<file path="src/rtl/fpa_pkg.sv">
// ---------------------------------------------------------------------------
// fpa_pkg
// Opcodes, payload types and pipeline control structs of the fixed-point ALU.
// ---------------------------------------------------------------------------
`timescale 1ns / 1ps

package fpa_pkg;

	localparam int WordW = 32;
	localparam int CmdW  = 4;

	typedef enum logic [CmdW-1:0] {
		CMD_ADD    = 4'd0,
		CMD_SUB    = 4'd1,
		CMD_MUL    = 4'd2,
		CMD_DIV    = 4'd3,
		CMD_CMP    = 4'd4,
		CMD_MIN    = 4'd5,
		CMD_MAX    = 4'd6,
		CMD_INC    = 4'd7,
		CMD_DEC    = 4'd8,
		CMD_I2F    = 4'd9,
		CMD_F2I    = 4'd10
	} cmd_t;

	// operation class decided by the front part
	typedef enum logic [1:0] {
		CLS_SIMPLE = 2'd0,
		CLS_MUL    = 2'd1,
		CLS_DIV    = 2'd2
	} cls_t;

	typedef struct packed {
		logic [CmdW-1:0]         cmd;
		logic signed [WordW-1:0] operand_a;
		logic signed [WordW-1:0] operand_b;
	} in_item_t;

	typedef struct packed {
		logic signed [WordW-1:0] result;
		logic less;
		logic equal;
		logic greater;
		logic overflow;
		logic div_by_zero;
	} out_item_t;

	// classified item handed from front to back
	typedef struct packed {
		cls_t                    cls;
		logic                    neg;
		logic [WordW-1:0]        mag_a;
		logic [WordW-1:0]        mag_b;
		out_item_t               simple;
	} job_t;

endpackage

</file>
<file path="src/rtl/fpa_queue.sv">
// ---------------------------------------------------------------------------
// fpa_queue
// Short first-in first-out queue decoupling the front part from the back part.
// ---------------------------------------------------------------------------
`timescale 1ns / 1ps

module fpa_queue #(
	parameter int DEPTH = 4
) (
	input  logic          clk,
	input  logic          arst_n,
	input  fpa_pkg::job_t wr_data,
	input  logic          wr_valid,
	output logic          wr_ready,
	output fpa_pkg::job_t rd_data,
	output logic          rd_valid,
	input  logic          rd_ready
);
	import fpa_pkg::*;

	localparam int PtrW = (DEPTH > 1) ? $clog2(DEPTH) : 1;

	job_t            mem_q [DEPTH];
	logic [PtrW-1:0] wr_ptr_q, rd_ptr_q;
	logic [PtrW:0]   cnt_q;
	logic            push, pop;

	assign wr_ready = cnt_q != (PtrW+1)'(DEPTH);
	assign rd_valid = cnt_q != '0;
	assign push     = wr_valid && wr_ready;
	assign pop      = rd_valid && rd_ready;
	assign rd_data  = mem_q[rd_ptr_q];

	// store pushed entries
	always_ff @(posedge clk) begin
		if (push) begin
			mem_q[wr_ptr_q] <= wr_data;
		end
	end

	// advance pointers and fill count
	always_ff @(posedge clk or negedge arst_n) begin
		if (!arst_n) begin
			wr_ptr_q <= '0;
			rd_ptr_q <= '0;
			cnt_q    <= '0;
		end else begin
			if (push) begin
				wr_ptr_q <= (wr_ptr_q == PtrW'(DEPTH-1)) ? '0 : wr_ptr_q + 1'b1;
			end
			if (pop) begin
				rd_ptr_q <= (rd_ptr_q == PtrW'(DEPTH-1)) ? '0 : rd_ptr_q + 1'b1;
			end
			cnt_q <= cnt_q + (PtrW+1)'(push) - (PtrW+1)'(pop);
		end
	end

endmodule

</file>
<file path="config.mk">
export PLATFORM = sky130hd
export DESIGN_NAME = fpa_queue
export DESIGN_NICKNAME = d
export VERILOG_FILES = /design/src/rtl/fpa_pkg.sv /design/src/rtl/fpa_queue.sv
export SDC_FILE = /design/constraint.sdc
export NUM_CORES = 1
export LEC_CHECK = 0
export BUFFER_PORTS_ARGS = -buffer_cell sky130_fd_sc_hd__buf_4
export CELL_PAD_IN_SITES_DETAIL_PLACEMENT = 1
export CELL_PAD_IN_SITES_GLOBAL_PLACEMENT = 1
export CORE_MARGIN = 2
export CORE_UTILIZATION = 54
export DETAILED_ROUTE_END_ITERATION = 10
export PLACE_DENSITY = 0.84
export RECOVER_POWER = 50
export SLEW_MARGIN = 20
export SYNTH_ARGS = -nofsm -noshare
export SYNTH_HDL_FRONTEND = slang
export SYNTH_SLANG_ARGS = --single-unit
</file>
<file path="constraint.sdc">
create_clock -name clk -period 6.6 [get_ports clk]
set_clock_uncertainty 0.1 [all_clocks]
set_input_delay 0.99 -clock clk [delete_from_list [all_inputs] [get_ports clk]]
set_output_delay 0.99 -clock clk [all_outputs]
set_load 0.005 [all_outputs]
</file>
Word-level counts from Yosys, hierarchy flattened
Memory sizes are Yosys's and may differ from the RTL's. Cells that the tools add are included.

$add $sub $neg: 4. Multiply operators: 0. Divide/modulo/power cells: 0. Order comparisons: 0. Eq/ne operators: 3. Shift-type cells: 0. Mux-type cells: 4. Bitwise logic cells: 0. Reductions and logical operators: 3.

Operators with widths (count): $add A2 B1 Y2 const B (2); $eq A2 B2 Y1 const B (2); $mux W2 (2); $add A3 B1 Y3 (1); $ne A3 B3 Y1 const B (1); $reduce_bool A3 Y1 (1); $sub A3 B1 Y3 (1); $logic_and A1 B1 Y1 (2); $mux W1 (2).

Register bits after elaboration: 7. Bits in latches: 0. RAM bits: 416. ROM bits: 0. Bits of input ports: 108. Output and inout bits: 106. Logic and storage cells: 18. Memories kept: 1.

Memories: mem_q (depth 4, width 104, read ports 1, clocked after memory_dff 0, wr ports 1, RTL line fpa_queue.sv:23) `job_t mem_q [DEPTH];`.

Depth between registers and ports, before layout
Depth in word-level cells: 4. Gate-level depth with buffers: 10. Depth with buffers taken out: 10.

Least setup slack after synthesis
No wires, ideal clock.

Kind: input -> register. Start point: in wr_valid. End point: mem mem_q[0][0] (netlist bit) (enable). Setup time: 416 ps. Data arrival time: 2321 ps. Required time: 6084 ps. Path slack: 3763 ps. Cell stages on the path: 1. Buffers on the path: 0. Cell sequence: and3_2.

Longest elaborated chain between the ends: 3.

Ends and longest elaborated chain: from (decl) (RTL line fpa_queue.sv:13) `input logic wr_valid,`; $logic_and A1 B1 Y1 (RTL line fpa_queue.sv:30) `assign push = wr_valid && wr_ready;`; $mux W1 (RTL line fpa_queue.sv:36) `if (push) begin`; $mux W1 (not written as such) (RTL line fpa_queue.sv:37) `mem_q[wr_ptr_q] <= wr_data;`; to (decl) (RTL line fpa_queue.sv:23).

Every way passes these cells.

==> results.toml <==
[run_status]
outcome = "finished, violations left"
violations = "max-capacitance violations, max-slew violations"

[sta]
rsz0062_at_grt = "no"
finalSetupTns_ns = 0
slew-limit-headroom = -0.305
hold_ws_ns = 0.277
final-setup-viol-count = 0
fin_crit_sh = 0.607
fmax_mhz = 250
worst_pin_slew_ns = 1.96
slew_violations = 62
hold_viol_final = 0
period_minus_slack_ns = 4.00

[setup_path]
reg2reg_depth = 3
r2r_slack_ns = 3.24
crit_required_ns = 5.51
crit_arrival_ns = 2.91
critPathLaunchType = "flop"
critPathKind = "flop to output pin"
worst_setup_path_end_kind = "output pin"
cp_max_fo = 63

[cts]
cts_setup_buffers = 0
htree_levels = 2
root_buffer = "clkbuf_16"
hold_buffers = 0
insertion_delay_ns = 0.52
clock_path_buffers = 3
cts_resized = 0
clkSinkCount = 423
clk_pin_slew_ns = 0.06
cts_tree = "done"
cts_buffers = 43

[detailed_routing]
dr.first_iter.drc_count = 458
vias = 7043
dr.pass1.iters = 5
wl_per_cell_um = 26.3
drc = 0
totalWireLength_mm = 32.6
viasPerCell = 5.68
drtAntennaViolNets = 0

[synthesis]
ys_seq_area_frac = 0.821
ys_seq_elements = 423
syn_nets = 698
yosys_warnings = 0
avgSynthCellArea_um2 = 26.5
syn_inst = 582
synthesis.area_um2 = 15400
ys_types = 18

[finish]
fin_cells = 1240
final_common_cell = "edfxtp_1"
final_nets = 941
drive_gt1_frac = 0.334
final_cell_mix = "edfxtp_1, clkbuf_1, buf_4, mux4_2, clkbuf_16"
syn2layout_area_growth_pct = 19.9

[placed_design]
io_buffers = 213
dp.cells = 1157
dp_hpwl_mm = 20.4
gp_congestion = 0.702

[grt]
grt_overflow = 0
grt_pass1_wl_mm = 50.1
grt_pass1_vias = 7921
grt_max_degree = 75
antenna_found_initial = 5
grt_use_total = 0.224

[floorplan]
coreArea_um2 = 27900
io-pin-count = 214
rows = 61
initial_core_util = 0.552
dieArea_um2 = 29900
die_h_um = 173
fp.dieW_um = 173

[pwr]
powerDensity_nw_per_um2 = 463
finalPower_w = 0.00857
irDropWorstVdd_uv = 329
leakagePower_nw = 6.08

[worst_hold_path]
hp-class = "input pin to asynchronous set/reset pin"

[run]
drv_cap = 2
[Yosys cell counts]
cell type | n | area, um^2
or3b_4 | 1 | 11.3
fa_1 | 1 | 20.0
nor2_1 | 2 | 7.51
mux2_2 | 2 | 22.5
clkbuf_1 | 5 | 18.8
mux4_2 | 104 | 2340
ha_1 | 7 | 87.6
inv_1 | 7 | 26.3
and3_2 | 4 | 30.0
mux2_4 | 2 | 30.0
or3_2 | 1 | 7.51
xnor2_1 | 2 | 17.5
dfrtp_1 | 7 | 175
edfxtp_1 | 416 | 12500
buf_2 | 13 | 65.1
and2_4 | 1 | 8.76
nand2_1 | 1 | 3.75
buf_6 | 6 | 67.6
[worst max-delay path, stage by stage (launching register included)]
cell and delay, ns:
dfrtp_4 1.00, buf_12 0.50, mux4_2 0.60, buf_4 0.16
[final cells by class]
type                            instances  area [um^2]
Tap cell                              378          473
Inverter                                7         26.3
Antenna cell                            5         12.5
Clock inverter                         20          193
Sequential cell                       423        12700
Timing Repair Buffer                  222         1350
Clock buffer                           57         1190
Multi-Input combinational cell        128         2580
Fill cell                            2279         9440
[worst paths after layout]
| kind | to | startpoint |
|---|---|---|
| max in group asynchronous | rd_ptr_q[1] | arst_n |
| worst max register to register | mem_q[0][5] | cnt_q[1] |
| worst max-delay path | rd_data[25] | rd_ptr_q[0] |
| worst min-delay path | rd_ptr_q[0] | arst_n |
| worst min register to register | cnt_q[2] | cnt_q[2] |
| min in group clk | cnt_q[2] | cnt_q[2] |
[registers in the layout, summed over array words and instances, names as in the netlist]
register and flops:
mem_q 416, cnt_q 3, rd_ptr_q 2, wr_ptr_q 2
[report_power, final]
group          switching [W]  leakage, nW  internal, W
Clock               0.000942        0.669      0.00142
Combinational        0.00105         1.52      0.00129
Sequential          0.000315         3.89      0.00356
[cell families (layout without fill, tap and decap cells)]
logic type | Yosys count | in the layout | share of synthesized area
buf+inv | 31 | 306 | 0.0115
simple gates | 10 | 10 | 0.00446
fa+ha+maj | 8 | 8 | 0.00697
other cells | 0 | 5 | 0
xor+xnor | 2 | 2 | 0.00114
mux | 108 | 108 | 0.155
flops | 423 | 423 | 0.821
[routing by layer]
metal	share of wire	routed length, um	GRT usage	vias to the layer above
li1	-	-	-	2995
met1	0.39	12600	0.283	3751
met2	0.53	17400	0.394	228
met3	0.052	1690	0.0435	69
met4	0.028	917	0.0734	0
met5	0	0	0	-
[per-stage QoR]
stage	area (um^2)	worst slack (ns)	util
2_1_floorplan	15400	3.76	-
3_5_place_dp	17500	3.08	0.626
4_1_cts	18900	2.51	0.676
3_3_place_gp	17400	3.10	0.624
5_1_grt	18500	2.34	0.662
6_report	18500	2.60	0.662
(Power assumes the default switching activity.)
