===== src/rtl/fpa_pkg.sv =====
// ---------------------------------------------------------------------------
// fpa_pkg
// Opcodes, payload types and pipeline control structs of the fixed-point ALU.
// ---------------------------------------------------------------------------
`timescale 1ns / 1ps

package fpa_pkg;

	localparam int WordW = 32;
	localparam int CmdW  = 4;

	typedef enum logic [CmdW-1:0] {
		CMD_ADD    = 4'd0,
		CMD_SUB    = 4'd1,
		CMD_MUL    = 4'd2,
		CMD_DIV    = 4'd3,
		CMD_CMP    = 4'd4,
		CMD_MIN    = 4'd5,
		CMD_MAX    = 4'd6,
		CMD_INC    = 4'd7,
		CMD_DEC    = 4'd8,
		CMD_I2F    = 4'd9,
		CMD_F2I    = 4'd10
	} cmd_t;

	// operation class decided by the front part
	typedef enum logic [1:0] {
		CLS_SIMPLE = 2'd0,
		CLS_MUL    = 2'd1,
		CLS_DIV    = 2'd2
	} cls_t;

	typedef struct packed {
		logic [CmdW-1:0]         cmd;
		logic signed [WordW-1:0] operand_a;
		logic signed [WordW-1:0] operand_b;
	} in_item_t;

	typedef struct packed {
		logic signed [WordW-1:0] result;
		logic less;
		logic equal;
		logic greater;
		logic overflow;
		logic div_by_zero;
	} out_item_t;

	// classified item handed from front to back
	typedef struct packed {
		cls_t                    cls;
		logic                    neg;
		logic [WordW-1:0]        mag_a;
		logic [WordW-1:0]        mag_b;
		out_item_t               simple;
	} job_t;

endpackage


===== src/rtl/fpa_front.sv =====
// ---------------------------------------------------------------------------
// fpa_front
// Accept transactions, compare operands, evaluate the simple operations and
// classify multiply and divide for the back part.
// ---------------------------------------------------------------------------
`timescale 1ns / 1ps

module fpa_front #(
	parameter int FRACTION_BITS = 8
) (
	input  logic                 clk,
	input  logic                 arst_n,
	input  fpa_pkg::in_item_t    in_data,
	input  logic                 in_valid,
	output logic                 in_ready,
	output fpa_pkg::job_t        job_data,
	output logic                 job_valid,
	input  logic                 job_ready
);
	import fpa_pkg::*;

	logic signed [WordW-1:0] a, b;
	logic signed [WordW:0]   sum;
	logic signed [WordW:0]   dif;
	logic signed [WordW:0]   inc;
	logic signed [WordW:0]   dec;
	logic signed [WordW+FRACTION_BITS-1:0] shl;
	logic                    lt, eq;
	job_t                    job;
	job_t                    job_s1;
	logic                    vld_s1;

	assign a   = in_data.operand_a;
	assign b   = in_data.operand_b;
	assign lt  = a < b;
	assign eq  = a == b;
	assign sum = {a[WordW-1], a} + {b[WordW-1], b};
	assign dif = {a[WordW-1], a} - {b[WordW-1], b};
	assign inc = {a[WordW-1], a} + (WordW+1)'(1);
	assign dec = {a[WordW-1], a} - (WordW+1)'(1);
	assign shl = {{FRACTION_BITS{a[WordW-1]}}, a} <<< FRACTION_BITS;

	// classify and evaluate the simple operations
	always_comb begin
		job                    = '0;
		job.cls                = CLS_SIMPLE;
		job.neg                = a[WordW-1] ^ b[WordW-1];
		job.mag_a              = a[WordW-1] ? WordW'(-a) : WordW'(a);
		job.mag_b              = b[WordW-1] ? WordW'(-b) : WordW'(b);
		job.simple.less        = lt;
		job.simple.equal       = eq;
		job.simple.greater     = !lt && !eq;
		case (in_data.cmd)
			CMD_ADD: begin
				job.simple.result   = sum[WordW-1:0];
				job.simple.overflow = sum[WordW] != sum[WordW-1];
			end
			CMD_SUB: begin
				job.simple.result   = dif[WordW-1:0];
				job.simple.overflow = dif[WordW] != dif[WordW-1];
			end
			CMD_MUL: job.cls = CLS_MUL;
			CMD_DIV: begin
				if (b == '0) begin
					job.simple.div_by_zero = 1'b1;
				end else begin
					job.cls = CLS_DIV;
				end
			end
			CMD_MIN: job.simple.result = lt ? a : b;
			CMD_MAX: job.simple.result = (!lt && !eq) ? a : b;
			CMD_INC: begin
				job.simple.result   = inc[WordW-1:0];
				job.simple.overflow = inc[WordW] != inc[WordW-1];
			end
			CMD_DEC: begin
				job.simple.result   = dec[WordW-1:0];
				job.simple.overflow = dec[WordW] != dec[WordW-1];
			end
			CMD_I2F: begin
				job.simple.result   = shl[WordW-1:0];
				job.simple.overflow = shl != {{FRACTION_BITS{shl[WordW-1]}}, shl[WordW-1:0]};
			end
			CMD_F2I: job.simple.result = a >>> FRACTION_BITS;
			default: job.simple.result = '0;
		endcase
	end

	// hold one classified transaction until the queue takes it
	assign in_ready = !vld_s1 || job_ready;

	always_ff @(posedge clk or negedge arst_n) begin
		if (!arst_n) begin
			vld_s1 <= 1'b0;
		end else if (in_ready) begin
			vld_s1 <= in_valid;
		end
	end

	always_ff @(posedge clk) begin
		if (in_ready && in_valid) begin
			job_s1 <= job;
		end
	end

	assign job_data  = job_s1;
	assign job_valid = vld_s1;

endmodule


===== config.mk =====
export PLATFORM = sky130hd
export DESIGN_NAME = fpa_front
export DESIGN_NICKNAME = d
export VERILOG_FILES = /design/src/rtl/fpa_pkg.sv /design/src/rtl/fpa_front.sv
export SDC_FILE = /design/constraint.sdc
export NUM_CORES = 1
export LEC_CHECK = 0
export BUFFER_PORTS_ARGS = -buffer_cell sky130_fd_sc_hd__buf_2
export CAP_MARGIN = 20
export CORE_AREA = 2 2 160 162
export DETAILED_ROUTE_END_ITERATION = 7
export DIE_AREA = 0 0 162 164
export PLACE_DENSITY = 0.68
export RECOVER_POWER = 50
export SLEW_MARGIN = 20
export SYNTH_ARGS = -nofsm -noshare
export SYNTH_HDL_FRONTEND = slang
export SYNTH_SLANG_ARGS = --single-unit

===== constraint.sdc =====
create_clock -name clk -period 3.7 [get_ports clk]
set_input_delay 0.925 -clock clk [delete_from_list [all_inputs] [get_ports clk]]
set_output_delay 0.925 -clock clk [all_outputs]
set_load 0.05 [all_outputs]

## Word-level counts from Yosys, hierarchy flattened

Cells that the tools add are included.

- Add/subtract/negate cells: 6
- $lt $le $gt $ge: 1
- Equal/unequal tests: 15
- Muxes and demuxes: 9
- Bitwise gates (word level): 1
- Reduce and logical (&&, ||, !) cells: 8

Operators with widths:

| operator | number |
|---|---|
| $pmux W32 S8 | 1 |
| $mux W32 | 2 |
| $neg A32 Y32 | 2 |
| $mux W31 | 2 |
| $add A32 B2 Y33 const B | 1 |
| $add A32 B32 Y33 | 1 |
| $sub A32 B2 Y33 const B | 1 |
| $sub A32 B32 Y33 | 1 |
| $eq A32 B32 Y1 | 1 |
| $logic_not A32 Y1 | 1 |
| $lt A32 B32 Y1 | 1 |
| $eq A4 B3 Y1 const B | 3 |
| $eq A4 B4 Y1 const B | 3 |
| $eq A4 B2 Y1 const B | 2 |
| $ne A8 B8 Y1 | 1 |
| $pmux W1 S5 | 1 |
| $eq A4 B1 Y1 const B | 1 |
| $logic_not A4 Y1 | 1 |
| $ne A1 B1 Y1 | 4 |
| $pmux W2 S2 | 1 |
| $logic_not A1 Y1 | 3 |
| $logic_and A1 B1 Y1 | 2 |
| $mux W2 | 1 |
| $logic_or A1 B1 Y1 | 1 |
| other kinds (2) | 2 |

- Register bits: 105
- Input port bits: 72
- Output and inout bits: 106
- Logic and storage cells: 53

## Logic depth before layout (Yosys ltp)

- Depth in word-level cells: 5
- Depth in mapped cells: 15

## Worst setup path before layout

OpenSTA, ideal clock, no wires.

- Path type: input -> register
- Start point: in job_ready
- End point: reg job_s1, in the netlist job_data[0] (enable)
- Setup time: 0.474 ns
- Arrival: 3.869 ns
- Data required time: 3.226 ns
- Setup slack: -0.643 ns
- Stages: 2
- Buffers on the path: 0
- Cells stage by stage: nand2b_1 and2_1

- Cells in the longest elaborated chain, start to end: 2

RTL lines:

| item | line | source |
|---|---|---|
| start: declaration | fpa_front.sv:18 | `input logic job_ready` |
| $logic_or A1 B1 Y1 | fpa_front.sv:90 | `assign in_ready = !vld_s1 \|\| job_ready;` |
| $logic_and A1 B1 Y1 | fpa_front.sv:101 | `if (in_ready && in_valid) begin` |
| end signal: assignment | fpa_front.sv:102 | `job_s1 <= job;` |
| end: declaration | fpa_front.sv:30 | `job_t job_s1;` |

Every way passes these cells.
A chain may end at the register's enable or synchronous reset.

==> results by group <==
Yosys
  • Ys async rst share: 0.9524%
  • Synth Flop Type: edfxtp_1
  • Synthesized cell area: 11030 um2
  • Seq/Total Area, Yosys: 28.53%
  • Post-synth EDFFs: 104
  • Post-synth net total: 1476
  • Ys Warns: 0
  • Number of library cell types mapped by synthesis: 78
  • Syn Area/Cell: 8.277 um2
  • #FFs+latches synth: 105
  • Cells after Synth: 1333

Drt
  • Post-Route WL: 47.99 mm
  • Drt wl/cell: 22.65 um
  • Via count: 13214
  • Drc violations: 0
  • Initial DRC Count: 1740
  • Via/cell ratio: 6.236
  • Final antenna-violating net count: 0
  • Pre-antenna DRT Iters: 6

Worst setup path
  • Worst setup SP type: input pin
  • R2R depth: 3
  • Critical path fanouts, max: 2
  • Worst reg2reg setup slack: 0.76 ns
  • Reg-to-reg endpoint: job_data[13]
  • Worst Path Arrival: 3.84 ns
  • Setup crit end kind: flip-flop
  • Worst endpoint required time: 3.80 ns
  • CP Class: in2reg
  • Worst reg2reg startpoint: job_valid

STA
  • Final Max Slew Viols: 76
  • Max Freq: 267.3 MHz
  • RSZ-0062 raised after global routing: yes
  • WHS: 0.3136 ns
  • Setup TNS: -0.04152 ns
  • # setup viols final: 1
  • Final period utilization: 101.1%
  • Clock skew: 0.01087 ns
  • Worst Setup Slack, final: -0.04152 ns
  • Final hold vios: 0
  • Max-slew headroom: -53.35%
  • Worst-Margin Slew: 2.300 ns
  • Fin crit period: 3.742 ns

Layout
  • Nets: 1927
  • Final instance area: 15440 um2
  • Filler cell count: 2249
  • Antenna diodes: 0
  • Non-Filler Instances: 2119
  • Share of layout cells above drive strength 1: 31.19%
  • Layout area overhead: 39.99%
  • Most frequent cells in the layout: 362 x buf_4, 116 x nor2_1, 104 x edfxtp_1
  • Most common cell after layout, fill and taps aside: buf_4

Die
  • Die Area: 26570 um2
  • Chip width: 162 um
  • Starting Density: 44.45%
  • Core area: 24820 um2
  • # rows: 58
  • Die height: 164 um
  • Io pins: 178

Placed design
  • Placement Setup Slack: -0.6654 ns
  • IO Port Bufs: 177
  • Placer Congestion: 1.034
  • DP Area: 14870 um2
  • Placed cell count: 2095
  • DP Wirelength: 37.22 mm

Hold path
  • Worst hold path type: in2async

Global routing
  • First-pass GRT wire length: 71.50 mm
  • Vias in the first global route: 12433
  • Largest net degree at the start of global routing: 61
  • Antenna violations before repair: 0
  • Grt ovf: 0
  • Total track usage: 34.92%

Clocking
  • H-tree Lvls: 3
  • TritonCTS clock tree: done
  • Clock sinks: 105
  • Hold Buf Count CTS: 0
  • Longest Clk Path Bufs: 2
  • CTS Root Buffer Type: clkbuf_16
  • Num CTS Buffers: 9
  • Reg clk slew, reported paths: 0.08 ns
  • Clk Latency, worst-skew pair: 0.37 ns

Run status
  • Status: finished with violations
  • Failing checks: max-capacitance violations, max-slew violations, negative setup slack

Pwr
  • Leakage: 6.407 nW
  • Maximum vdd drop: 0.0002620 V
  • PD cells: 303.8 nW/um2

Run
  • Max Cap Violations: 2
cell usage after synthesis, types with 22 or more instances:
library cell | number | area share (%)
ha_1 | 69 | 7.8
nor4_1 | 22 | 1.2
nor2_1 | 118 | 4.0
o221ai_1 | 36 | 2.9
o31ai_1 | 25 | 1.7
xnor2_1 | 74 | 5.9
nand2_1 | 92 | 3.1
a21oi_1 | 92 | 4.2
inv_1 | 71 | 2.4
nor3_1 | 36 | 1.6
edfxtp_1 | 104 | 28
o21ai_0 | 63 | 2.9
clkbuf_1 | 91 | 3.1
mux2i_1 | 35 | 3.2
a221oi_1 | 23 | 1.8
a221o_1 | 27 | 2.4
nand3_1 | 35 | 1.6
how the worst max path moves through the flow:
stage               cells after the start  slack (ns)      endpoint   startpoint
finish                                  9       -0.04  job_data[35]  in_data[45]
detailed placement                     13       -0.67  job_data[30]  in_data[40]
global placement                       13       -0.72  job_data[30]  in_data[40]
global route                            9       -0.12  job_data[35]  in_data[45]
floorplan                              10       -0.40  job_data[35]  in_data[46]
CTS                                    13       -0.02   job_data[7]   in_data[1]
metrics by stage:
step / total power [mW] / util [%]
final: 4.692 / 62.23
after global routing: 4.864 / 62.23
after CTS: 4.603 / 61.36
after detailed placement: 3.576 / 59.90
after global placement: 3.558 / 59.90
after floorplan: 2.726 / -
report_power, final:
group,internal [mW],switching (mW),leakage (nW)
combinational,0.843,1.37,5.26
sequential,1.44,0.0272,1.01
clock,0.480,0.537,0.142
total,2.76,1.93,6.41
cells by family (layout without fill, tap and decap cells):
family / Yosys count / in the layout / share of synthesized area (%)
AND/OR/NAND/NOR: 434 / 434 / 19.56
AO/OA/AOI/OAI: 425 / 425 / 27.52
buffers and inverters: 179 / 635 / 6.305
XOR/XNOR: 82 / 82 / 6.509
flip-flops: 105 / 105 / 28.53
multiplexers: 37 / 37 / 3.379
adder cells (fa/ha/maj): 71 / 71 / 8.188
metal layers:
layer	share of wire, %	global-route usage [%]	vias up	wire, um
met4	4.1	13.60	0	1950
li1	-	-	5982	-
met3	13	9.520	141	6052
met5	0	0	-	0
met2	42	51.41	915	20170
met1	41	48.60	6176	19820
timing repair:
action | 4_1_cts | 5_1_grt
cloned | 0 | 0
pin swaps | 3 | 36
buffers inserted | 3 | 6
endpoints found under the setup margin | 14 | 23
resized for setup | 9 | 70
worst max-delay path: stages:
cell      delay (ns)
buf_6           0.09
or3_4           0.38
or4_4           0.48
or4b_4          0.51
or3_4           0.34
or3_4           0.34
xor2_1          0.14
o221ai_1        0.14
or4_1           0.49
flip-flops by register name, summed over array words and instances, names as in the netlist:
name and flops:
job_data 104, job_valid 1
cell type report:
cell class	count	area [um2]	area share (%)
Clock buffer	9	225.2	1.458
Clock inverter	7	67.56	0.4375
Inverter	72	282.8	1.831
Multi-Input combinational cell	1049	7680	49.72
Sequential cell	105	3148	20.38
Tap cell	330	412.9	2.673
Timing Repair Buffer	547	3628	23.49
(Power assumes the default switching activity.)
